## src/design/gwp_pkg.sv

```systemverilog
// Shared types and constants of the grid wavefront path planner.
// Used by gwp_ctrl, gwp_datapath and grid_wavefront_path_planner_core.
package gwp_pkg;

    localparam int GRID_SIZE_DEF = 6;
    localparam int MAX_MOVES_DEF = 64;

    localparam int COORD_W    = 3;
    localparam int DIR_W      = 2;
    localparam int STAT_W     = 2;
    localparam int SWEEP_W    = 8;
    localparam int WAVE_W     = 8;
    localparam int CFG_IDX_W  = 2;
    localparam int CFG_DATA_W = 8;
    localparam int S_DATA_W   = 8;
    localparam int M_DATA_W   = 16;

    localparam logic [COORD_W-1:0] GOAL_ROW_RST    = 3'd0;
    localparam logic [COORD_W-1:0] GOAL_COL_RST    = 3'd3;
    localparam logic [SWEEP_W-1:0] SWEEP_LIMIT_RST = 8'd50;

    localparam logic [WAVE_W-1:0] WAVE_WALL  = 8'd255;
    localparam logic [WAVE_W-1:0] WAVE_ROBOT = 8'd254;
    localparam logic [WAVE_W-1:0] WAVE_LIMIT = 8'd250;
    localparam logic [WAVE_W-1:0] WAVE_GOAL  = 8'd1;

    typedef enum logic [DIR_W-1:0] {
        DIR_UP    = 2'd0,
        DIR_RIGHT = 2'd1,
        DIR_DOWN  = 2'd2,
        DIR_LEFT  = 2'd3
    } t_dir;

    typedef enum logic [STAT_W-1:0] {
        ST_MOVED   = 2'd0,
        ST_ARRIVED = 2'd1,
        ST_NO_PATH = 2'd2,
        ST_REJECT  = 2'd3
    } t_status;

    typedef enum logic {
        CMD_WRITE = 1'b0,
        CMD_PLAN  = 1'b1
    } t_cmd_code;

    typedef enum logic [CFG_IDX_W-1:0] {
        CFG_GOAL_ROW    = 2'd0,
        CFG_GOAL_COL    = 2'd1,
        CFG_SWEEP_LIMIT = 2'd2
    } t_cfg_reg;

    // Wave map read selection relative to the current cell
    typedef enum logic [2:0] {
        RD_SELF  = 3'd0,
        RD_DOWN  = 3'd1,
        RD_UP    = 3'd2,
        RD_RIGHT = 3'd3,
        RD_LEFT  = 3'd4
    } t_rd_sel;

    typedef enum logic [3:0] {
        S_WCLR,
        S_IDLE,
        S_CHK,
        S_DEC,
        S_START,
        S_IRD,
        S_IWR,
        S_RSELF,
        S_RDN,
        S_RUP,
        S_RRT,
        S_RLT,
        S_UPD,
        S_FIN,
        S_EMIT
    } t_state;

    typedef struct packed {
        logic    accept;
        logic    cnt_clr;
        logic    cnt_step;
        logic    wall_clr;
        logic    wall_rd_tgt;
        logic    set_robot;
        logic    moves_clr;
        logic    moves_step;
        logic    move;
        logic    sweep_clr;
        logic    sweep_step;
        logic    best_init;
        logic    cap_self;
        t_rd_sel rd_sel;
        logic    nbr_cmp;
        t_dir    nbr_dir;
        logic    wave_init;
        logic    wave_upd;
        logic    res_set;
        t_status res_stat;
        logic    res_moved;
        logic    res_last;
        logic    out_load;
    } t_ctl_cmd;

    typedef struct packed {
        logic in_plan;
        logic cnt_last;
        logic start_bad;
        logic goal_out;
        logic at_goal;
        logic sweep_zero;
        logic sweep_last;
        logic self_skip;
        logic self_robot;
        logic best_ok;
        logic best_set;
        logic move_goal;
        logic move_cap;
        logic out_free;
        logic res_last;
    } t_dp_stat;

endpackage

```

## src/design/gwp_ctrl.sv

```systemverilog
// Sequencer of the planner: map clear, start checks, wave rebuild, sweeps, result hand-off.
// Depends on gwp_pkg; drives gwp_datapath through t_ctl_cmd and reads t_dp_stat.
module gwp_ctrl (
    input  logic              i_clk,
    input  logic              i_rst_n,
    input  logic              i_s_tvalid,
    output logic              o_s_tready,
    input  gwp_pkg::t_dp_stat i_stat,
    output gwp_pkg::t_ctl_cmd o_cmd
);
    import gwp_pkg::*;

    t_state r_state;
    t_state n_state;

    always_ff @(posedge i_clk) begin
        if (!i_rst_n) begin
            r_state <= S_WCLR;
        end else begin
            r_state <= n_state;
        end
    end

    always_comb begin
        n_state = r_state;
        case (r_state)
            S_WCLR: begin
                if (i_stat.cnt_last) n_state = S_IDLE;
            end
            S_IDLE: begin
                if (i_s_tvalid && i_stat.in_plan) n_state = S_CHK;
            end
            S_CHK:   n_state = S_DEC;
            S_DEC:   n_state = i_stat.start_bad ? S_EMIT : S_START;
            S_START: begin
                n_state = (i_stat.goal_out || i_stat.at_goal) ? S_EMIT : S_IRD;
            end
            S_IRD:   n_state = S_IWR;
            S_IWR: begin
                if (i_stat.cnt_last) n_state = i_stat.sweep_zero ? S_EMIT : S_RSELF;
                else                 n_state = S_IRD;
            end
            S_RSELF: n_state = S_RDN;
            S_RDN: begin
                if (!i_stat.self_skip)                        n_state = S_RUP;
                else if (i_stat.cnt_last && i_stat.sweep_last) n_state = S_EMIT;
                else                                          n_state = S_RSELF;
            end
            S_RUP:   n_state = S_RRT;
            S_RRT:   n_state = S_RLT;
            S_RLT:   n_state = S_UPD;
            S_UPD:   n_state = S_FIN;
            S_FIN: begin
                if (i_stat.self_robot && i_stat.best_ok)      n_state = S_EMIT;
                else if (i_stat.cnt_last && i_stat.sweep_last) n_state = S_EMIT;
                else                                          n_state = S_RSELF;
            end
            S_EMIT: begin
                if (i_stat.out_free) n_state = i_stat.res_last ? S_IDLE : S_IRD;
            end
            default: n_state = S_WCLR;
        endcase
    end

    always_comb begin
        o_cmd      = '0;
        o_s_tready = 1'b0;
        case (r_state)
            S_WCLR: begin
                o_cmd.wall_clr = 1'b1;
                o_cmd.cnt_step = 1'b1;
            end
            S_IDLE: begin
                o_s_tready   = 1'b1;
                o_cmd.accept = i_s_tvalid;
            end
            S_CHK: begin
                o_cmd.wall_rd_tgt = 1'b1;
            end
            S_DEC: begin
                if (i_stat.start_bad) begin
                    o_cmd.res_set  = 1'b1;
                    o_cmd.res_stat = ST_REJECT;
                    o_cmd.res_last = 1'b1;
                end else begin
                    o_cmd.set_robot = 1'b1;
                end
            end
            S_START: begin
                o_cmd.cnt_clr   = 1'b1;
                o_cmd.moves_clr = 1'b1;
                if (i_stat.goal_out) begin
                    o_cmd.res_set  = 1'b1;
                    o_cmd.res_stat = ST_NO_PATH;
                    o_cmd.res_last = 1'b1;
                end else if (i_stat.at_goal) begin
                    o_cmd.res_set  = 1'b1;
                    o_cmd.res_stat = ST_ARRIVED;
                    o_cmd.res_last = 1'b1;
                end
            end
            S_IWR: begin
                o_cmd.wave_init = 1'b1;
                o_cmd.cnt_step  = 1'b1;
                if (i_stat.cnt_last) begin
                    o_cmd.sweep_clr = 1'b1;
                    if (i_stat.sweep_zero) begin
                        o_cmd.res_set  = 1'b1;
                        o_cmd.res_stat = ST_NO_PATH;
                        o_cmd.res_last = 1'b1;
                    end
                end
            end
            S_RSELF: begin
                o_cmd.rd_sel    = RD_SELF;
                o_cmd.best_init = 1'b1;
            end
            S_RDN: begin
                o_cmd.cap_self = 1'b1;
                o_cmd.rd_sel   = RD_DOWN;
                // walls and the goal keep their value: skip to the next cell
                if (i_stat.self_skip) begin
                    o_cmd.cnt_step = 1'b1;
                    if (i_stat.cnt_last) begin
                        o_cmd.sweep_step = 1'b1;
                        if (i_stat.sweep_last) begin
                            o_cmd.res_set  = 1'b1;
                            o_cmd.res_stat = ST_NO_PATH;
                            o_cmd.res_last = 1'b1;
                        end
                    end
                end
            end
            S_RUP: begin
                o_cmd.nbr_cmp = 1'b1;
                o_cmd.nbr_dir = DIR_DOWN;
                o_cmd.rd_sel  = RD_UP;
            end
            S_RRT: begin
                o_cmd.nbr_cmp = 1'b1;
                o_cmd.nbr_dir = DIR_UP;
                o_cmd.rd_sel  = RD_RIGHT;
            end
            S_RLT: begin
                o_cmd.nbr_cmp = 1'b1;
                o_cmd.nbr_dir = DIR_RIGHT;
                o_cmd.rd_sel  = RD_LEFT;
            end
            S_UPD: begin
                o_cmd.nbr_cmp = 1'b1;
                o_cmd.nbr_dir = DIR_LEFT;
            end
            S_FIN: begin
                if (i_stat.self_robot && i_stat.best_ok) begin
                    o_cmd.move       = 1'b1;
                    o_cmd.moves_step = 1'b1;
                    o_cmd.res_set    = 1'b1;
                    o_cmd.res_moved  = 1'b1;
                    if (i_stat.move_goal)     o_cmd.res_stat = ST_ARRIVED;
                    else if (i_stat.move_cap) o_cmd.res_stat = ST_REJECT;
                    else                      o_cmd.res_stat = ST_MOVED;
                    o_cmd.res_last = i_stat.move_goal || i_stat.move_cap;
                end else begin
                    o_cmd.wave_upd = !i_stat.self_robot && i_stat.best_set;
                    o_cmd.cnt_step = 1'b1;
                    if (i_stat.cnt_last) begin
                        o_cmd.sweep_step = 1'b1;
                        if (i_stat.sweep_last) begin
                            o_cmd.res_set  = 1'b1;
                            o_cmd.res_stat = ST_NO_PATH;
                            o_cmd.res_last = 1'b1;
                        end
                    end
                end
            end
            S_EMIT: begin
                if (i_stat.out_free) begin
                    o_cmd.out_load = 1'b1;
                    o_cmd.cnt_clr  = !i_stat.res_last;
                end
            end
            default: ;
        endcase
    end

endmodule

```

## src/design/gwp_datapath.sv

```systemverilog
// Datapath of the planner: wall map and wave map memories, cell counters, neighbor
// compare, robot position, configuration registers and the result register.
// Depends on gwp_pkg; commanded by gwp_ctrl.
module gwp_datapath #(
    parameter int GRID_SIZE = gwp_pkg::GRID_SIZE_DEF,
    parameter int MAX_MOVES = gwp_pkg::MAX_MOVES_DEF
) (
    input  logic                              i_clk,
    input  logic                              i_rst_n,
    input  logic [gwp_pkg::S_DATA_W-1:0]      i_s_tdata,
    input  logic                              i_s_tuser,
    output logic                              o_m_tvalid,
    input  logic                              i_m_tready,
    output logic [gwp_pkg::M_DATA_W-1:0]      o_m_tdata,
    output logic                              o_m_tlast,
    input  logic                              i_cfg_valid,
    output logic                              o_cfg_ready,
    input  logic [gwp_pkg::CFG_IDX_W-1:0]     i_cfg_index,
    input  logic [gwp_pkg::CFG_DATA_W-1:0]    i_cfg_data,
    input  gwp_pkg::t_ctl_cmd                 i_cmd,
    output gwp_pkg::t_dp_stat                 o_stat
);
    import gwp_pkg::*;

    localparam int CELLS = GRID_SIZE * GRID_SIZE;
    localparam int CW    = $clog2(CELLS);
    localparam int PW    = ($clog2(GRID_SIZE) > COORD_W) ? $clog2(GRID_SIZE) : COORD_W;
    localparam int MW    = $clog2(MAX_MOVES);
    localparam logic [PW-1:0] LAST_RC   = PW'(GRID_SIZE - 1);
    localparam logic [MW-1:0] LAST_MOVE = MW'(MAX_MOVES - 1);

    function automatic logic [CW-1:0] f_idx(input logic [PW-1:0] row,
                                            input logic [PW-1:0] col);
        int t;
        t = int'(row) * GRID_SIZE + int'(col);
        return t[CW-1:0];
    endfunction

    // input beat fields
    logic [PW-1:0] in_row;
    logic [PW-1:0] in_col;
    logic          in_wall;
    logic          in_ok;
    logic [CW-1:0] in_idx;

    assign in_row  = PW'(i_s_tdata[COORD_W-1:0]);
    assign in_col  = PW'(i_s_tdata[2*COORD_W-1:COORD_W]);
    assign in_wall = i_s_tdata[2*COORD_W];
    assign in_ok   = (in_row <= LAST_RC) && (in_col <= LAST_RC);
    assign in_idx  = f_idx(in_row, in_col);

    logic [PW-1:0]      r_row, r_col;
    logic [PW-1:0]      r_tgt_row, r_tgt_col;
    logic               r_tgt_ok;
    logic [PW-1:0]      r_robot_row, r_robot_col;
    logic [COORD_W-1:0] r_goal_row, r_goal_col;
    logic [SWEEP_W-1:0] r_limit;
    logic [SWEEP_W-1:0] r_sweep;
    logic [MW-1:0]      r_moves;
    logic [WAVE_W-1:0]  r_self;
    logic [WAVE_W-1:0]  r_best;
    t_dir               r_best_dir;
    logic               r_wall_mem [CELLS];
    logic               r_wall_rd;
    logic [WAVE_W-1:0]  r_wave_mem [CELLS];
    logic [WAVE_W-1:0]  r_wave_rd;
    t_dir               r_res_dir;
    t_status            r_res_stat;
    logic               r_res_last;
    logic               r_out_valid;
    t_dir               r_out_dir;
    t_status            r_out_stat;
    logic [COORD_W-1:0] r_out_row, r_out_col;
    logic               r_out_last;

    logic [CW-1:0]      cur_idx;
    logic [CW-1:0]      robot_idx;
    logic [CW-1:0]      goal_idx;
    logic [PW-1:0]      goal_row_x, goal_col_x;
    logic [CW-1:0]      wave_addr;
    logic [CW-1:0]      wall_waddr;
    logic [CW-1:0]      wall_raddr;
    logic               wall_we;
    logic               wall_wdata;
    logic               wave_we;
    logic [WAVE_W-1:0]  wave_wdata;
    logic [WAVE_W-1:0]  init_val;
    logic               nbr_ok;
    logic               nbr_hit;
    logic [PW-1:0]      nxt_row, nxt_col;

    assign cur_idx    = f_idx(r_row, r_col);
    assign robot_idx  = f_idx(r_robot_row, r_robot_col);
    assign goal_row_x = PW'(r_goal_row);
    assign goal_col_x = PW'(r_goal_col);
    assign goal_idx   = f_idx(goal_row_x, goal_col_x);

    // cell counter in raster order, wraps after the last cell
    always_ff @(posedge i_clk) begin
        if (!i_rst_n) begin
            r_row <= '0;
            r_col <= '0;
        end else if (i_cmd.cnt_clr) begin
            r_row <= '0;
            r_col <= '0;
        end else if (i_cmd.cnt_step) begin
            if (r_col == LAST_RC) begin
                r_col <= '0;
                r_row <= (r_row == LAST_RC) ? '0 : r_row + PW'(1);
            end else begin
                r_col <= r_col + PW'(1);
            end
        end
    end

    // configuration registers
    assign o_cfg_ready = 1'b1;

    always_ff @(posedge i_clk) begin
        if (!i_rst_n) begin
            r_goal_row <= GOAL_ROW_RST;
            r_goal_col <= GOAL_COL_RST;
            r_limit    <= SWEEP_LIMIT_RST;
        end else if (i_cfg_valid) begin
            case (t_cfg_reg'(i_cfg_index))
                CFG_GOAL_ROW:    r_goal_row <= i_cfg_data[COORD_W-1:0];
                CFG_GOAL_COL:    r_goal_col <= i_cfg_data[COORD_W-1:0];
                CFG_SWEEP_LIMIT: r_limit    <= i_cfg_data[SWEEP_W-1:0];
                default: ;
            endcase
        end
    end

    // plan target, robot position, counters
    always_ff @(posedge i_clk) begin
        if (i_cmd.accept) begin
            r_tgt_row <= in_row;
            r_tgt_col <= in_col;
            r_tgt_ok  <= in_ok;
        end
    end

    always_comb begin
        nxt_row = r_robot_row;
        nxt_col = r_robot_col;
        case (r_best_dir)
            DIR_UP:    nxt_row = r_robot_row - PW'(1);
            DIR_RIGHT: nxt_col = r_robot_col + PW'(1);
            DIR_DOWN:  nxt_row = r_robot_row + PW'(1);
            DIR_LEFT:  nxt_col = r_robot_col - PW'(1);
            default: ;
        endcase
    end

    always_ff @(posedge i_clk) begin
        if (!i_rst_n) begin
            r_robot_row <= '0;
            r_robot_col <= '0;
            r_sweep     <= '0;
            r_moves     <= '0;
        end else begin
            if (i_cmd.set_robot) begin
                r_robot_row <= r_tgt_row;
                r_robot_col <= r_tgt_col;
            end else if (i_cmd.move) begin
                r_robot_row <= nxt_row;
                r_robot_col <= nxt_col;
            end
            if (i_cmd.sweep_clr)       r_sweep <= '0;
            else if (i_cmd.sweep_step) r_sweep <= r_sweep + SWEEP_W'(1);
            if (i_cmd.moves_clr)       r_moves <= '0;
            else if (i_cmd.moves_step) r_moves <= r_moves + MW'(1);
        end
    end

    // wall map
    assign wall_we    = i_cmd.wall_clr || (i_cmd.accept && (i_s_tuser == CMD_WRITE) && in_ok);
    assign wall_waddr = i_cmd.wall_clr ? cur_idx : in_idx;
    assign wall_wdata = i_cmd.wall_clr ? 1'b0 : in_wall;
    assign wall_raddr = i_cmd.wall_rd_tgt ?
                        (r_tgt_ok ? f_idx(r_tgt_row, r_tgt_col) : '0) : cur_idx;

    always_ff @(posedge i_clk) begin
        if (wall_we) r_wall_mem[wall_waddr] <= wall_wdata;
        r_wall_rd <= r_wall_mem[wall_raddr];
    end

    // wave map: one read and one write a cycle
    always_comb begin : p_wave_addr
        int t;
        t = int'(cur_idx);
        case (i_cmd.rd_sel)
            RD_DOWN:  if (r_row != LAST_RC) t = t + GRID_SIZE;
            RD_UP:    if (r_row != '0)      t = t - GRID_SIZE;
            RD_RIGHT: if (r_col != LAST_RC) t = t + 1;
            RD_LEFT:  if (r_col != '0)      t = t - 1;
            default: ;
        endcase
        wave_addr = t[CW-1:0];
    end

    always_comb begin
        if (cur_idx == robot_idx)     init_val = WAVE_ROBOT;
        else if (cur_idx == goal_idx) init_val = WAVE_GOAL;
        else if (r_wall_rd)           init_val = WAVE_WALL;
        else                          init_val = '0;
    end

    assign wave_we    = i_cmd.wave_init || i_cmd.wave_upd;
    assign wave_wdata = i_cmd.wave_init ? init_val : r_best + WAVE_W'(1);

    always_ff @(posedge i_clk) begin
        if (wave_we) r_wave_mem[cur_idx] <= wave_wdata;
        r_wave_rd <= r_wave_mem[wave_addr];
    end

    // neighbor minimum, first hit wins on ties
    always_comb begin
        case (i_cmd.nbr_dir)
            DIR_DOWN:  nbr_ok = (r_row != LAST_RC);
            DIR_UP:    nbr_ok = (r_row != '0);
            DIR_RIGHT: nbr_ok = (r_col != LAST_RC);
            DIR_LEFT:  nbr_ok = (r_col != '0);
            default:   nbr_ok = 1'b0;
        endcase
    end

    assign nbr_hit = nbr_ok && (r_wave_rd != '0) && (r_wave_rd < r_best);

    always_ff @(posedge i_clk) begin
        if (i_cmd.cap_self) r_self <= r_wave_rd;
        if (i_cmd.best_init) begin
            r_best     <= WAVE_LIMIT;
            r_best_dir <= DIR_UP;
        end else if (i_cmd.nbr_cmp && nbr_hit) begin
            r_best     <= r_wave_rd;
            r_best_dir <= i_cmd.nbr_dir;
        end
    end

    // pending result and output register
    always_ff @(posedge i_clk) begin
        if (i_cmd.res_set) begin
            r_res_dir  <= i_cmd.res_moved ? r_best_dir : DIR_UP;
            r_res_stat <= i_cmd.res_stat;
            r_res_last <= i_cmd.res_last;
        end
    end

    always_ff @(posedge i_clk) begin
        if (!i_rst_n) begin
            r_out_valid <= 1'b0;
        end else if (i_cmd.out_load) begin
            r_out_valid <= 1'b1;
        end else if (i_m_tready) begin
            r_out_valid <= 1'b0;
        end
    end

    always_ff @(posedge i_clk) begin
        if (i_cmd.out_load) begin
            r_out_dir  <= r_res_dir;
            r_out_stat <= r_res_stat;
            r_out_row  <= r_robot_row[COORD_W-1:0];
            r_out_col  <= r_robot_col[COORD_W-1:0];
            r_out_last <= r_res_last;
        end
    end

    assign o_m_tvalid = r_out_valid;
    assign o_m_tlast  = r_out_last;
    assign o_m_tdata  = {(M_DATA_W - DIR_W - STAT_W - 2 * COORD_W)'(0),
                         r_out_col, r_out_row, r_out_stat, r_out_dir};

    // status to the controller
    assign o_stat.in_plan    = (i_s_tuser == CMD_PLAN);
    assign o_stat.cnt_last   = (r_row == LAST_RC) && (r_col == LAST_RC);
    assign o_stat.start_bad  = !r_tgt_ok || r_wall_rd;
    assign o_stat.goal_out   = (goal_row_x > LAST_RC) || (goal_col_x > LAST_RC);
    assign o_stat.at_goal    = (r_robot_row == goal_row_x) && (r_robot_col == goal_col_x);
    assign o_stat.sweep_zero = (r_limit == '0);
    assign o_stat.sweep_last = (r_sweep == r_limit - SWEEP_W'(1));
    assign o_stat.self_skip  = r_wave_rd inside {WAVE_WALL, WAVE_GOAL};
    assign o_stat.self_robot = (r_self == WAVE_ROBOT);
    assign o_stat.best_ok    = (r_best < WAVE_LIMIT);
    assign o_stat.best_set   = (r_best != WAVE_LIMIT);
    assign o_stat.move_goal  = (nxt_row == goal_row_x) && (nxt_col == goal_col_x);
    assign o_stat.move_cap   = (r_moves == LAST_MOVE);
    assign o_stat.out_free   = !r_out_valid || i_m_tready;
    assign o_stat.res_last   = r_res_last;

endmodule

```

## src/design/grid_wavefront_path_planner_core.sv

```systemverilog
// Top level of the grid wavefront path planner: controller plus datapath.
// Depends on gwp_pkg, gwp_ctrl and gwp_datapath.
//
//  channel   direction  ports                         beat contents
//  -------   ---------  ----------------------------  ---------------------------------
//  s (in)    sink       i_s_tvalid/o_s_tready         tuser: command; tdata: map cell
//  m (out)   source     o_m_tvalid/i_m_tready         tdata: one move; tlast: run end
//  cfg       sink       i_cfg_valid/o_cfg_ready       index 0 goal_row, 1 goal_col,
//                                                     2 sweep_limit
//
//  A map write beat goes straight into the wall map. A plan beat runs the start checks,
//  then per move rebuilds the wave map and makes at most sweep_limit raster sweeps; each
//  open cell is read with its four neighbors in turn through the one wave map read port.
//  After reset the wall map is cleared cell by cell, during which no beat is taken.
//  A held output beat stalls the planner only when the next result is ready to load.
module grid_wavefront_path_planner_core #(
    parameter int GRID_SIZE = gwp_pkg::GRID_SIZE_DEF,
    parameter int MAX_MOVES = gwp_pkg::MAX_MOVES_DEF
) (
    input  logic                           i_clk,
    input  logic                           i_rst_n,
    input  logic                           i_s_tvalid,
    output logic                           o_s_tready,
    // [2:0] target_row, [5:3] target_col, [6] is_wall, [7] zero
    input  logic [gwp_pkg::S_DATA_W-1:0]   i_s_tdata,
    // [0] command
    input  logic                           i_s_tuser,
    output logic                           o_m_tvalid,
    input  logic                           i_m_tready,
    // [1:0] move_dir, [3:2] status, [6:4] robot_row, [9:7] robot_col, [15:10] zero
    output logic [gwp_pkg::M_DATA_W-1:0]   o_m_tdata,
    output logic                           o_m_tlast,
    input  logic                           i_cfg_valid,
    output logic                           o_cfg_ready,
    input  logic [gwp_pkg::CFG_IDX_W-1:0]  i_cfg_index,
    input  logic [gwp_pkg::CFG_DATA_W-1:0] i_cfg_data
);
    import gwp_pkg::*;

    t_ctl_cmd cmd;
    t_dp_stat stat;

    gwp_ctrl u_ctrl (
        .i_clk      (i_clk),
        .i_rst_n    (i_rst_n),
        .i_s_tvalid (i_s_tvalid),
        .o_s_tready (o_s_tready),
        .i_stat     (stat),
        .o_cmd      (cmd)
    );

    gwp_datapath #(
        .GRID_SIZE (GRID_SIZE),
        .MAX_MOVES (MAX_MOVES)
    ) u_datapath (
        .i_clk       (i_clk),
        .i_rst_n     (i_rst_n),
        .i_s_tdata   (i_s_tdata),
        .i_s_tuser   (i_s_tuser),
        .o_m_tvalid  (o_m_tvalid),
        .i_m_tready  (i_m_tready),
        .o_m_tdata   (o_m_tdata),
        .o_m_tlast   (o_m_tlast),
        .i_cfg_valid (i_cfg_valid),
        .o_cfg_ready (o_cfg_ready),
        .i_cfg_index (i_cfg_index),
        .i_cfg_data  (i_cfg_data),
        .i_cmd       (cmd),
        .o_stat      (stat)
    );

endmodule

```

## config.mk

```make
export PLATFORM = sky130hd
export DESIGN_NAME = grid_wavefront_path_planner_core
export DESIGN_NICKNAME = d
export VERILOG_FILES = /design/src/design/gwp_pkg.sv /design/src/design/gwp_ctrl.sv /design/src/design/gwp_datapath.sv /design/src/design/grid_wavefront_path_planner_core.sv
export SDC_FILE = /design/constraint.sdc
export NUM_CORES = 1
export LEC_CHECK = 0
export BUFFER_PORTS_ARGS = -buffer_cell sky130_fd_sc_hd__buf_2
export CORE_ASPECT_RATIO = 1.2
export CORE_UTILIZATION = 55
export CTS_CLUSTER_SIZE = 14
export DETAILED_ROUTE_END_ITERATION = 16
export PLACE_DENSITY = 0.7
export REMOVE_ABC_BUFFERS = 1
export SLEW_MARGIN = 20
export SYNTH_ARGS = -nofsm -noshare
export SYNTH_HDL_FRONTEND = slang
export SYNTH_HIERARCHICAL = 1
export SYNTH_SLANG_ARGS = --single-unit
export TNS_END_PERCENT = 5
```

## constraint.sdc

```tcl
create_clock -name i_clk -period 12.4 [get_ports i_clk]
set_input_delay 2.48 -clock i_clk [delete_from_list [all_inputs] [get_ports i_clk]]
set_output_delay 2.48 -clock i_clk [all_outputs]
set_load 0.1 [all_outputs]
```

=== Yosys cells after proc, flatten, opt, wreduce, memory -nomap -nowiden ===
Memories as Yosys holds them, arrays and structs flattened. A register that Yosys moved wholly into a read port is not among the register bits.
Index checks and enable logic that the tools add are counted.

* Register bits after elaboration: 86
* Bits in writable memories: 324
* Output and inout bits: 20
* Word-level logic and storage cells: 240
* Memories kept: 2

{| class="wikitable"
|+ Memory list
! memory !! words !! width !! read ports !! clocked after Yosys merged registers in !! wr ports !! line !! source
|-
| u_datapath.r_wave_mem || 36 || 8 || 1 || 1 || 1 || gwp_datapath.sv:65 || <nowiki>logic [WAVE_W-1:0] r_wave_mem [CELLS];</nowiki>
|-
| u_datapath.r_wall_mem || 36 || 1 || 1 || 1 || 1 || gwp_datapath.sv:63 || <nowiki>logic r_wall_mem [CELLS];</nowiki>
|}

* Add/sub/neg operators: 19
* Multiply operators: 5
* Magnitude comparators: 6
* Equal/unequal tests: 45
* Muxes and demuxes: 92
* Bitwise gates (word level): 2
* Reduce and logical (&&, ||, !) cells: 44

{| class="wikitable"
|+ Operators with widths
! kind !! count
|-
| $pmux W4 S15 || 1
|-
| $mux W3 || 16
|-
| $mux W6 || 7
|-
| $mux W4 || 10
|-
| $mux W1 || 39
|-
| $mux W8 || 4
|-
| $add A6 B4 Y6 || 5
|-
| $eq A4 B4 Y1 const B || 7
|-
| $mul A3 B2 Y5 const B || 5
|-
| $pmux W3 S4 || 2
|-
| $pmux W6 S4 || 1
|-
| $add A8 B1 Y8 const B || 2
|-
| $eq A4 B3 Y1 const B || 4
|-
| $eq A8 B8 Y1 const B || 2
|-
| $pmux W3 S5 || 1
|-
| $logic_and A1 B1 Y1 || 13
|-
| $add A3 B1 Y3 const B || 4
|-
| $add A6 B1 Y6 const B || 2
|-
| $eq A3 B3 Y1 || 4
|-
| $eq A6 B6 Y1 || 2
|-
| $pmux W3 S2 || 2
|-
| $eq A2 B2 Y1 const B || 5
|-
| $eq A3 B3 Y1 const B || 3
|-
| $eq A4 B2 Y1 const B || 2
|-
| other kinds (37) || 70
|}

=== Depth between registers and ports, before layout ===
Gate-level depths: netlist of the first run.

* Word-level depth: 8
* Depth in mapped cells: 15

=== By module ===
Netlist of the first run, hierarchy kept.

{| class="wikitable"
|+ By module, submodules not included
! module !! times used !! cells an instance !! area each (µm²) !! seq. area each (µm²)
|-
| gwp_datapath || 1 || 1319 || 19114.6 || 11861.4
|-
| gwp_ctrl || 1 || 114 || 852.1 || 80.1
|}

=== Worst setup path before layout of the first run ===
No wires, ideal clock.

* Kind: reg2out
* Start: reg u_ctrl.r_state[3]
* End: out o_s_tready
* Arrival: 2284 ps
* Slack: 7636 ps
* Cell stages (with the launch flop): 2
* Path through: dfxtp_1 > nor4b_2

* Word-level cells in the longest chain between the ends: 2

{| class="wikitable"
|+ Ends and longest elaborated chain
! item !! line !! source
|-
| from (decl) || gwp_ctrl.sv:13 || <nowiki>t_state r_state;</nowiki>
|-
| from (signal assigned) || gwp_ctrl.sv:20 || <nowiki>r_state <= n_state;</nowiki>
|-
| $eq A4 B1 Y1 || gwp_ctrl.sv:68 || <nowiki>case (r_state)</nowiki>
|-
| $mux W1 || gwp_ctrl.sv:68 ||
|-
| to (decl) || grid_wavefront_path_planner_core.sv:23 || <nowiki>output logic o_s_tready,</nowiki>
|}

No other way between the ends.

==> results of run 1 <==
## through the flow
| stage | setup WS, ns | std cells | cell area (um^2) | hold slack (ns) | total power [mW] |
|---|---|---|---|---|---|
| 2_1_floorplan | 4.135 | 1369 | 19560 | 0.4003 | 1.727 |
| 3_5_place_dp | 6.445 | 1890 | 20490 | 0.4120 | 1.778 |
| 3_3_place_gp | 6.481 | 1890 | 20490 | 0.4030 | 1.775 |
| 6_report | 6.514 | 1969 | 21950 | 0.4234 | 3.072 |
| 5_1_grt | 6.139 | 1969 | 21950 | 0.4344 | 3.171 |
| 4_1_cts | 6.441 | 1969 | 21940 | 0.4257 | 3.101 |
## critical path, stage by stage (launching register included)
cell,delay (ns)
dfxtp_1,0.87
and2b_1,0.34
and3_1,0.49
nor3b_4,0.37
a21oi_1,0.11
a221oi_4,0.25
buf_4,0.66
buf_4,0.67
mux4_1,0.63
nor2b_1,0.15
o41ai_1,1.00
nand3_1,0.14
## power breakdown
group / internal (mW) / switching [mW]
combinational: 0.0981 / 0.121
clock: 0.786 / 0.539
sequential: 1.52 / 0.0117
total: 2.40 / 0.672
## worst paths after layout
kind | start | cells past startpoint | to
min | u_datapath/r_res_dir[0] | 0 | u_datapath/r_out_dir[0]
max | u_ctrl/r_state[1] | 11 | u_datapath/r_wave_rd[1]
min reg2reg | u_datapath/r_res_dir[0] | 0 | u_datapath/r_out_dir[0]
max reg2reg | u_ctrl/r_state[1] | 11 | u_datapath/r_wave_rd[1]
## per-layer routing
layer | up-vias | global-route usage (%) | wire [um]
met5 | - | 0 | 0
met4 | 0 | 9.865 | 1642
met3 | 88 | 4.032 | 2097
met2 | 326 | 39.46 | 20580
met1 | 5832 | 29.72 | 16880
li1 | 5402 | - | -
## final cells by class
cell class / count / area (um^2)
multi-input cells: 901 / 7477
flip-flops and latches: 419 / 11940
clock inverters: 25 / 302.8
repair buffers: 53 / 310.3
clock buffers: 54 / 1147
fillers: 2712 / 13900
well taps: 468 / 585.6
inverters: 49 / 183.9
## flip-flops by register name, summed over array words and instances, names as in the netlist, 6 cells and up
signal                 count
u_datapath/r_best          8
u_datapath/r_limit         8
u_datapath/r_moves         6
u_datapath/r_self          8
u_datapath/r_sweep         8
u_datapath/r_wall_mem     36
u_datapath/r_wave_mem    288
u_datapath/r_wave_rd       8
## cells in the final DEF (no fill, tap or decap), types with 21 or more instances in the layout
| cell type | count |
|---|---|
| a21oi_1 | 35 |
| buf_2 | 35 |
| clkbuf_16 | 43 |
| dfxtp_1 | 64 |
| edfxtp_1 | 355 |
| ha_1 | 50 |
| inv_1 | 49 |
| mux2i_1 | 37 |
| mux4_2 | 57 |
| nand2_1 | 75 |
| nand3_1 | 31 |
| nor2_1 | 138 |
| nor2b_1 | 79 |
| o21ai_0 | 27 |
| xnor2_1 | 59 |
| xor2_1 | 21 |
## kinds of logic after synthesis
kind of cell	Yosys count	share of synthesized area [%]
and+or+nand+nor	468	12.60
muxes	119	10.97
other	2	0.03761
DFF	419	59.81
xor gates and xnor gates	80	3.509
AOI/OAI and AO/OA	165	5.665
adders and majority gates	62	4.336
buffers and inverters	118	3.077
==> run summary, run 1 <==
DRT
-------------------------------------------------------------------------------------
Antenna viol nets, final                                                            0
Total number of vias                                                            11650
Post-DR vias/cell                                                               5.916
First-pass iteration count of the detailed router                                   5
Initial DRC count                                                                 813
Average wire per standard cell                                               20.93 um
Number of design rule violations left after detail routing                          0
Final wirelength                                                             41.20 mm

PLACED DESIGN
-------------------------------------------------------------------------------------
Placer Congestion                                                              0.8343
Count of input and output buffers                                                  35
Post-DP HPWL                                                                 27.51 mm

GLOBAL ROUTE
-------------------------------------------------------------------------------------
Total routing usage reported by global routing                                 23.33%
Largest net degree at the start of global routing                                  60
Vias in the first global route                                                  11790
Wire length of the first global-routing pass                                 65.41 mm
Antenna violations before repair                                                    0
Leftover overflow at the end of global routing                                      0

DIE
-------------------------------------------------------------------------------------
Number of rows in the core area                                                    76
Vert. Die Dim                                                                210.7 um
Die footprint                                                              37070 um^2
Placeable core region                                                      35850 um^2
Horizontal die dimension                                                     175.9 um
Ports                                                                              44
Initial core utilization                                                       55.70%

CLOCKING
-------------------------------------------------------------------------------------
Number of buffers inserted to repair setup after CTS                                0
TritonCTS clock tree                                                            built
Clock-pin slew of the registers on the worst-case setup and hold paths        0.06 ns
Sinks on the clock net                                                            419
Library cell used as clock root buffer                                      clkbuf_16
Number of buffers between clock root and the deepest sink                           3
H-tree levels                                                                       2
Hold buffer count at cts                                                            0
Post-CTS Resized                                                                    0
Inserted Clock Buffers                                                             43
Later-pin clock latency in the skew report                                    0.58 ns

CRITICAL PATH
-------------------------------------------------------------------------------------
Critical-path maximum fanout                                                       46
Arrival time of data at the critical path endpoint                            6.29 ns
WP data required                                                             12.81 ns
Critical Path End Type                                                           flop
Critical Path Start Type                                                         flop
Kind of critical path                                                      reg -> reg
FF-to-FF setup slack                                                          6.51 ns

TIMING
-------------------------------------------------------------------------------------
Final setup violating endpoints                                                     0
Actual transition at the worst max-transition pin                            1.112 ns
Setup TNS after final layout                                                     0 ns
Post-route fraction of the period consumed by the critical path                47.47%
Max Fclk                                                                    169.9 MHz
Tmin final                                                                   5.886 ns
Clock tree skew after final layout                                         0.01970 ns
Max-slew headroom                                                              25.69%
Max-slew violation count                                                            0
Fin. Hold Viols                                                                     0
Setup repair after global routing missed its margin                                no

SYNTHESIS
-------------------------------------------------------------------------------------
Async set or reset register ratio after synthesis                                  0%
Dominant cell type by area after synthesis                                   edfxtp_1
Post-synthesis sequential element count                                           419
Top cell type's share of synthesized area                                      53.39%
Combined area of all synthesized cells                                     19970 um^2
Cells after Synth                                                                1433
Post-synthesis sequential area ratio                                           59.81%
Unique masters post-synth                                                          85
Ranking of synthesized cells by instance count                           355 x edfxtp_1, 138 x nor2_1, 79 x nor2b_1, 75 x nand2_1, 64 x dfxtp_1
Top area cells in the synthesized netlist                                edfxtp_1 53%, mux4_2 6.4%, dfxtp_1 6.4%
Main flop type after synthesis                                               edfxtp_1
Number of enable flip-flop cells after synthesis                                  355
Most common cell in the synthesized netlist                                  edfxtp_1
Avg Cell Area, Syn                                                         13.93 um^2
Warning count from the yosys run                                                    6

POWER
-------------------------------------------------------------------------------------
P per Cell Area                                                          140.0 nW/um^2
Leakage power of the design                                                  7.911 nW
Peak supply drop                                                          0.0001303 V

FLOW RUN
-------------------------------------------------------------------------------------
Max Cap Viol                                                                        0

FINISH
-------------------------------------------------------------------------------------
Layout-stage area growth over the synthesis result                             9.926%
Final Util                                                                     61.22%
Number of nets in the layout                                                     1553
Layout cells sized above 1                                                     14.39%
Ant diodes                                                                          0

RUN STATUS
-------------------------------------------------------------------------------------
Result of the run                                                        finished, final reports clean

WORST HOLD PATH
-------------------------------------------------------------------------------------
Hold WC Path Type                                                          reg -> reg

(Power assumes the default switching activity.)
==> run 2: changes to the inputs <==
- clock period: 12.4 -> 5.65 ns (I/O delays scaled with it)
==> run summary, run 2 (same netlist as run 1, synthesis figures left out) <==
RUN STATUS
-------------------------------------------------------------------------------------
Result of the run                                                        finished, final reports clean   unchanged

CLOCKING
-------------------------------------------------------------------------------------
Number of buffers between clock root and the deepest sink                           3   unchanged
Later-pin clock latency in the skew report                                    0.55 ns   was 0.58 ns
Post-CTS Resized                                                                    0   unchanged
Hold buffer count at cts                                                            0   unchanged
Number of buffers inserted to repair setup after CTS                                0   unchanged
H-tree levels                                                                       2   unchanged
Clock-pin slew of the registers on the worst-case setup and hold paths        0.06 ns   about the same
Sinks on the clock net                                                            419   unchanged
Library cell used as clock root buffer                                      clkbuf_16   unchanged
TritonCTS clock tree                                                            built   unchanged
Inserted Clock Buffers                                                             43   unchanged

FINISH
-------------------------------------------------------------------------------------
Area used by multi-input combinational logic                                7482 um^2   was 7477 um^2
Fill cells                                                                       2712   unchanged
Most flop-heavy register                                                 u_datapath/r_wave_mem   unchanged
Final Util                                                                     61.26%   was 61.22%
Most frequent cells in the layout                                        355 x edfxtp_1, 138 x nor2_1, 79 x nor2b_1   unchanged
Number of nets in the layout                                                     1569   was 1553
Flip-flop count of the largest register, all copies and words added               288   unchanged
Layout-stage area growth over the synthesis result                             9.989%   was 9.926%
Layout cells sized above 1                                                     14.85%   was 14.39%
Sequential cell area in the final layout                                   11940 um^2   unchanged
Most common cell after layout, fill and taps aside                           edfxtp_1   unchanged
Ant diodes                                                                          0   unchanged
Top flop regs                                                            u_datapath/r_wave_mem: 288 flops, u_datapath/r_wall_mem: 36 flops   unchanged
Post-route standard cell area excluding fillers                            21960 um^2   was 21950 um^2

GLOBAL ROUTE
-------------------------------------------------------------------------------------
Leftover overflow at the end of global routing                                      0   unchanged
Antenna violations before repair                                                    0   unchanged
Largest net degree at the start of global routing                                  81   was 60
Met3 capacity usage during global routing                                      3.510%   was 4.032%
Gr busiest metal                                                                 met2   unchanged
Met1 track utilization from global routing                                     29.62%   was 29.72%
Vias in the first global route                                                  11730   was 11790
Total routing usage reported by global routing                                 23.03%   was 23.33%
Wire length of the first global-routing pass                                 65.29 mm   was 65.41 mm
Met2 track demand over resource                                                39.95%   was 39.46%

POWER
-------------------------------------------------------------------------------------
Switch share                                                                   22.08%   was 21.88%
Peak supply drop                                                          0.0002915 V   was 0.0001303 V
Sw power                                                                     1.438 mW   was 0.6722 mW
Cell Int Power                                                               5.075 mW   was 2.400 mW
Relative contribution of the clock network to total power                       40.4%   was 43.1%
Part of the total power dissipated in combinational logic                        8.1%   was 7.1%
P per Cell Area                                                          296.6 nW/um^2   was 140.0 nW/um^2
Part of the power in registers                                                  51.5%   was 49.7%
Leakage power of the design                                                  7.846 nW   was 7.911 nW
Total design power                                                           6.513 mW   was 3.072 mW

DRT
-------------------------------------------------------------------------------------
Final wirelength                                                             41.42 mm   was 41.20 mm
Number of design rule violations left after detail routing                          0   unchanged
Average wire per standard cell                                               20.89 um   was 20.93 um
Initial DRC count                                                                 939   was 813
Antenna viol nets, final                                                            0   unchanged
Post-DR vias/cell                                                               5.865   was 5.916
First-pass iteration count of the detailed router                                   5   unchanged
Total number of vias                                                            11630   was 11650

TIMING
-------------------------------------------------------------------------------------
Clock tree skew after final layout                                         0.01529 ns   was 0.01970 ns
Setup WS post-layout                                                         1.235 ns   was 6.514 ns
Fin. Hold Viols                                                                     0   unchanged
Max Fclk                                                                    226.5 MHz   was 169.9 MHz
Actual transition at the worst max-transition pin                           0.9642 ns   was 1.112 ns
Final setup violating endpoints                                                     0   unchanged
Setup repair after global routing missed its margin                                no   unchanged
Post-route fraction of the period consumed by the critical path                78.14%   was 47.47%
Max-slew violation count                                                            0   unchanged
Max-slew headroom                                                              35.48%   was 25.69%
Setup TNS after final layout                                                     0 ns   unchanged
Tmin final                                                                   4.415 ns   was 5.886 ns

DIE
-------------------------------------------------------------------------------------
Placeable core region                                                      35850 um^2   unchanged
Number of rows in the core area                                                    76   unchanged
Die footprint                                                              37070 um^2   unchanged
Ports                                                                              44   unchanged
Vert. Die Dim                                                                210.7 um   unchanged
Initial core utilization                                                       55.70%   unchanged
Horizontal die dimension                                                     175.9 um   unchanged

CRITICAL PATH
-------------------------------------------------------------------------------------
Worst path cell trace                                                    inv_1 > ha_1 > inv_1 > fa_1 > buf_4 > ha_1 > a211oi_1 > a41o_1 > a22oi_1 > nor3_1 > o22ai_2 > buf_4 > and2b_1 > o41ai_1 > nand3_1   was and2b_1 > and3_1 > nor3b_4 > a21oi_1 > a221oi_4 > buf_4 > buf_4 > mux4_1 > nor2b_1 > o41ai_1 > nand3_1
Worst-case reg-to-reg path depth                                                   15   was 11
Kind of critical path                                                      reg -> reg   unchanged
Number of buffers and inverters on the critical path                                4   was 2
Critical Path End Type                                                           flop   unchanged
Crit-path leading delay family                                           compound AO/OA/AOI/OAI gates   was simple AND/OR/NAND/NOR gates
Number of cells on the critical path                                               15   was 11
Worst stage delay on the critical path                                        0.58 ns   was 1.00 ns
Critical-path maximum fanout                                                       12   was 46
Critical Path Start Type                                                         flop   unchanged
WP data required                                                              6.05 ns   was 12.81 ns
Arrival time of data at the critical path endpoint                            4.82 ns   was 6.29 ns
Worst-path cell with the longest stage delay                                  o41ai_1   unchanged

PLACED DESIGN
-------------------------------------------------------------------------------------
Area of placed instances                                                   20650 um^2   was 20490 um^2
Post-DP HPWL                                                                 27.37 mm   was 27.51 mm
Count of input and output buffers                                                  35   unchanged
Placer Congestion                                                              0.8578   was 0.8343
Setup Slack @ Placement                                                      1.336 ns   was 6.445 ns

WORST HOLD PATH
-------------------------------------------------------------------------------------
Worst hold path stage count                                                         0   unchanged
Hold WC Path Type                                                          reg -> reg   unchanged

FLOW RUN
-------------------------------------------------------------------------------------
Max Cap Viol                                                                        0   unchanged

run 2: cell types whose count changed in the layout (fill, tap and decap cells not counted):
cell and delta:
buf_12 +3, buf_4 +13, bufinv_16 -5, clkbuf_1 +4, clkbuf_16 +1, clkbuf_8 -1, clkinv_1 +2, clkinv_2 -2
clkinv_8 +1, inv_16 -2, nor3b_1 -1, nor3b_2 +1
run 2: final cells by class:
cell class	count	area share, %
Clock buffer	58	5.344
Clock inverter	19	0.5754
Inverter	49	0.8375
Multi-Input combinational cell	901	34.07
Sequential cell	419	54.38
Tap cell	468	2.666
Timing Repair Buffer	69	2.131
run 2: through the flow:
| step | hold WS, ns | std cells |
|---|---|---|
| after floorplan | 0.4003 | 1369 |
| after global placement | 0.4037 | 1906 |
| after detailed placement | 0.4098 | 1906 |
| after CTS | 0.4240 | 1983 |
| after global routing | 0.4476 | 1983 |
| final | 0.4216 | 1983 |
run 2: worst paths after layout:
check	startpoint	endpoint	slack [ns]
setup / recovery	u_datapath/r_row[1]	u_datapath/r_wave_rd[0]	1.23
hold / removal	u_datapath/r_res_stat[1]	u_datapath/r_out_stat[1]	0.42
setup reg to reg	u_datapath/r_row[1]	u_datapath/r_wave_rd[0]	1.23
hold reg to reg	u_datapath/r_res_stat[1]	u_datapath/r_out_stat[1]	0.42
run 2: power groups by stage:
stage / Sequential, mW / Clock (mW) / Combinational (mW)
global placement: 3.42 / 0 / 0.531
detailed placement: 3.42 / 0 / 0.534
finish: 3.35 / 2.63 / 0.530
CTS: 3.35 / 2.68 / 0.537
floorplan: 3.41 / 0 / 0.412
global route: 3.36 / 2.80 / 0.575
run 2: per-layer routing:
metal	wire [um]	vias up	part of all wire, %
met4	1054	0	2.5
met5	0	-	0
li1	-	5439	-
met3	2109	69	5.1
met2	21130	335	51
met1	17120	5787	41
run 2: worst reg2reg max path, delay by kind of cell, from the launching register on:
kind	cells	cell delay [ns]
flops	1	0.38
buf+inv	4	0.67
fa+ha+maj	3	1.06
compound gates	5	1.66
simple gates	3	0.51
==> run 3: changes to the inputs <==
- PLACE_DENSITY: 0.7 -> 0.73
- clock period: 5.65 -> 3.65 ns (I/O delays scaled with it)
==> run summary, run 3 (same netlist as run 1, synthesis figures left out) <==
GLOBAL ROUTE
-------------------------------------------------------------------------------------
Vias in the first global route                                                  12310   was 11730
Leftover overflow at the end of global routing                                      0   unchanged
Antenna violations before repair                                                    0   unchanged
Largest net degree at the start of global routing                                  37   was 81
Wire length of the first global-routing pass                                 66.32 mm   was 65.29 mm
Total routing usage reported by global routing                                 23.70%   was 23.03%

DIE
-------------------------------------------------------------------------------------
Horizontal die dimension                                                     175.9 um   unchanged
Vert. Die Dim                                                                210.7 um   unchanged
Number of rows in the core area                                                    76   unchanged
Initial core utilization                                                       55.70%   unchanged
Ports                                                                              44   unchanged
Placeable core region                                                      35850 um^2   unchanged
Die footprint                                                              37070 um^2   unchanged

DRT
-------------------------------------------------------------------------------------
Average wire per standard cell                                               20.75 um   was 20.89 um
Antenna viol nets, final                                                            0   unchanged
Initial DRC count                                                                1027   was 939
First-pass iteration count of the detailed router                                   5   unchanged
Total number of vias                                                            12130   was 11630
Number of design rule violations left after detail routing                          0   unchanged
Final wirelength                                                             43.16 mm   was 41.42 mm
Post-DR vias/cell                                                               5.831   was 5.865

CRITICAL PATH
-------------------------------------------------------------------------------------
WP data required                                                              4.09 ns   was 6.05 ns
Critical Path Start Type                                                         flop   unchanged
Critical-path maximum fanout                                                        7   was 12
Crit-path leading delay family                                           simple AND/OR/NAND/NOR gates   was compound AO/OA/AOI/OAI gates
Worst path cell trace                                                    buf_4 > ha_1 > inv_1 > fa_2 > buf_6 > ha_1 > nand2_1 > nand4b_1 > o21a_1 > or3_4 > nand4_1 > buf_6 > nor2b_1 > o41ai_1 > buf_4 > nand3_1   was inv_1 > ha_1 > inv_1 > fa_1 > buf_4 > ha_1 > a211oi_1 > a41o_1 > a22oi_1 > nor3_1 > o22ai_2 > buf_4 > and2b_1 > o41ai_1 > nand3_1
Worst-path cell with the longest stage delay                                     fa_2   was o41ai_1
Kind of critical path                                                      reg -> reg   unchanged
Arrival time of data at the critical path endpoint                            4.00 ns   was 4.82 ns
Worst stage delay on the critical path                                        0.49 ns   was 0.58 ns
Critical Path End Type                                                           flop   unchanged
Number of buffers and inverters on the critical path                                5   was 4
Worst-case reg-to-reg path depth                                                   16   was 15
Number of cells on the critical path                                               16   was 15

CLOCKING
-------------------------------------------------------------------------------------
H-tree levels                                                                       2   unchanged
Number of buffers between clock root and the deepest sink                           3   unchanged
Clock-pin slew of the registers on the worst-case setup and hold paths        0.06 ns   about the same
Library cell used as clock root buffer                                      clkbuf_16   unchanged
Sinks on the clock net                                                            419   unchanged
Hold buffer count at cts                                                            0   unchanged
Later-pin clock latency in the skew report                                    0.58 ns   was 0.55 ns
Inserted Clock Buffers                                                             43   unchanged
TritonCTS clock tree                                                            built   unchanged

FINISH
-------------------------------------------------------------------------------------
Fill cells                                                                       2595   was 2712
Most common cell after layout, fill and taps aside                           edfxtp_1   unchanged
Layout cells sized above 1                                                     22.33%   was 14.85%
Number of nets in the layout                                                     1664   was 1569
Final Util                                                                     64.60%   was 61.26%
Flip-flop count of the largest register, all copies and words added               288   unchanged
Top flop regs                                                            u_datapath/r_wave_mem: 288 flops, u_datapath/r_wall_mem: 36 flops   unchanged
Ant diodes                                                                          0   unchanged
Most frequent cells in the layout                                        355 x edfxtp_1, 137 x nor2_1, 107 x buf_4   was 355 x edfxtp_1, 138 x nor2_1, 79 x nor2b_1
Post-route standard cell area excluding fillers                            23160 um^2   was 21960 um^2
Layout-stage area growth over the synthesis result                             15.99%   was 9.989%
Most flop-heavy register                                                 u_datapath/r_wave_mem   unchanged

TIMING
-------------------------------------------------------------------------------------
Fin. Hold Viols                                                                     0   unchanged
Tmin final                                                                   3.559 ns   was 4.415 ns
Max Fclk                                                                    281.0 MHz   was 226.5 MHz
Max-slew violation count                                                            0   unchanged
Clock tree skew after final layout                                         0.02079 ns   was 0.01529 ns
Final setup violating endpoints                                                     0   unchanged
Setup repair after global routing missed its margin                               yes   was no
Setup TNS after final layout                                                     0 ns   unchanged
Actual transition at the worst max-transition pin                           0.8220 ns   was 0.9642 ns
Max-slew headroom                                                              44.83%   was 35.48%
Worst hold slack                                                            0.3746 ns   was 0.4216 ns
Post-route fraction of the period consumed by the critical path                97.51%   was 78.14%

PLACED DESIGN
-------------------------------------------------------------------------------------
Placer Congestion                                                              0.8979   was 0.8578
Post-DP HPWL                                                                 29.15 mm   was 27.37 mm
Count of input and output buffers                                                  35   unchanged
Area of placed instances                                                   21450 um^2   was 20650 um^2

RUN STATUS
-------------------------------------------------------------------------------------
Result of the run                                                        finished, final reports clean   unchanged

POWER
-------------------------------------------------------------------------------------
P per Cell Area                                                          453.1 nW/um^2   was 296.6 nW/um^2
Leakage power of the design                                                  8.599 nW   was 7.846 nW
Peak supply drop                                                          0.0004408 V   was 0.0002915 V

WORST HOLD PATH
-------------------------------------------------------------------------------------
Worst hold path stage count                                                         3   was 0
Hold WC Path Type                                                           in -> reg   was reg -> reg

FLOW RUN
-------------------------------------------------------------------------------------
Max Cap Viol                                                                        0   unchanged

run 3: changes by cell type in the layout (fill, tap and decap cells not counted), moves of 4 or more:
| cell | previous run | this run |
|---|---|---|
| buf_6 | 0 | 6 |
| dfxtp_1 | 64 | 60 |
| clkbuf_1 | 12 | 3 |
| o41ai_1 | 16 | 2 |
| buf_12 | 3 | 14 |
| clkinv_2 | 6 | 12 |
| o41ai_2 | 0 | 14 |
| dfxtp_2 | 0 | 4 |
| buf_4 | 31 | 107 |
run 3: per-layer routing:
metal | wire (um) | track usage (%) | vias to the layer above
li1 | - | - | 5625
met1 | 17170 | 29.29 | 6005
met2 | 21720 | 40.75 | 408
met3 | 2508 | 3.582 | 91
met4 | 1764 | 11.45 | 0
met5 | 0 | 0 | -
run 3: final timing paths:
| check | from | slack, ns | to |
|---|---|---|---|
| worst max-delay path | u_datapath/r_row[0] | 0.09 | u_datapath/r_wave_rd[0] |
| worst min-delay path | i_cfg_data[5] | 0.37 | u_datapath/r_limit[5] |
| worst max register to register | u_datapath/r_row[0] | 0.09 | u_datapath/r_wave_rd[0] |
| worst min register to register | u_datapath/r_res_dir[0] | 0.42 | u_datapath/r_out_dir[0] |
run 3: cell type report:
class / instances / area, um^2 / area share [%]
clock buffer: 48 / 1115 / 4.814
clock inverter: 31 / 306.5 / 1.324
inverter: 49 / 183.9 / 0.7942
multi-input combinational: 901 / 7644 / 33.00
sequential: 419 / 11950 / 51.58
tap: 468 / 585.6 / 2.528
timing repair buffer: 164 / 1379 / 5.954
run 3: worst register-to-register path: cells and delay by family (launching register included):
kind | cells | cell delay (ns)
AOI/OAI and AO/OA | 2 | 0.54
adders and majority gates | 3 | 0.88
buffers and inverters | 5 | 0.76
DFF | 1 | 0.32
and+or+nand+nor | 6 | 0.95
run 3: power by group:
| part | leakage (nW) | switching, mW | internal, mW |
|---|---|---|---|
| logic | 3.81 | 0.484 | 0.466 |
| clock network | 0.704 | 1.85 | 2.51 |
| registers | 4.09 | 0.0322 | 5.15 |
| total | 8.60 | 2.37 | 8.13 |
run 3: through the flow:
stage,worst slack (ns),power (mW),instances
global route,-0.02356,10.82,2080
global placement,0.03437,6.142,1992
detailed placement,0.01218,6.152,1992
floorplan,-4.615,5.883,1369
finish,0.09084,10.49,2080
CTS,0.001199,10.51,2071
run 3: what timing repair did:
item | CTS | global route
hold endpoints to repair | 0 | 0
gates cloned | 0 | 1
pin swaps | 0 | 20
resized for setup | 2 | 38
setup endpoints to repair | 3 | 76
buffers inserted | 0 | 8
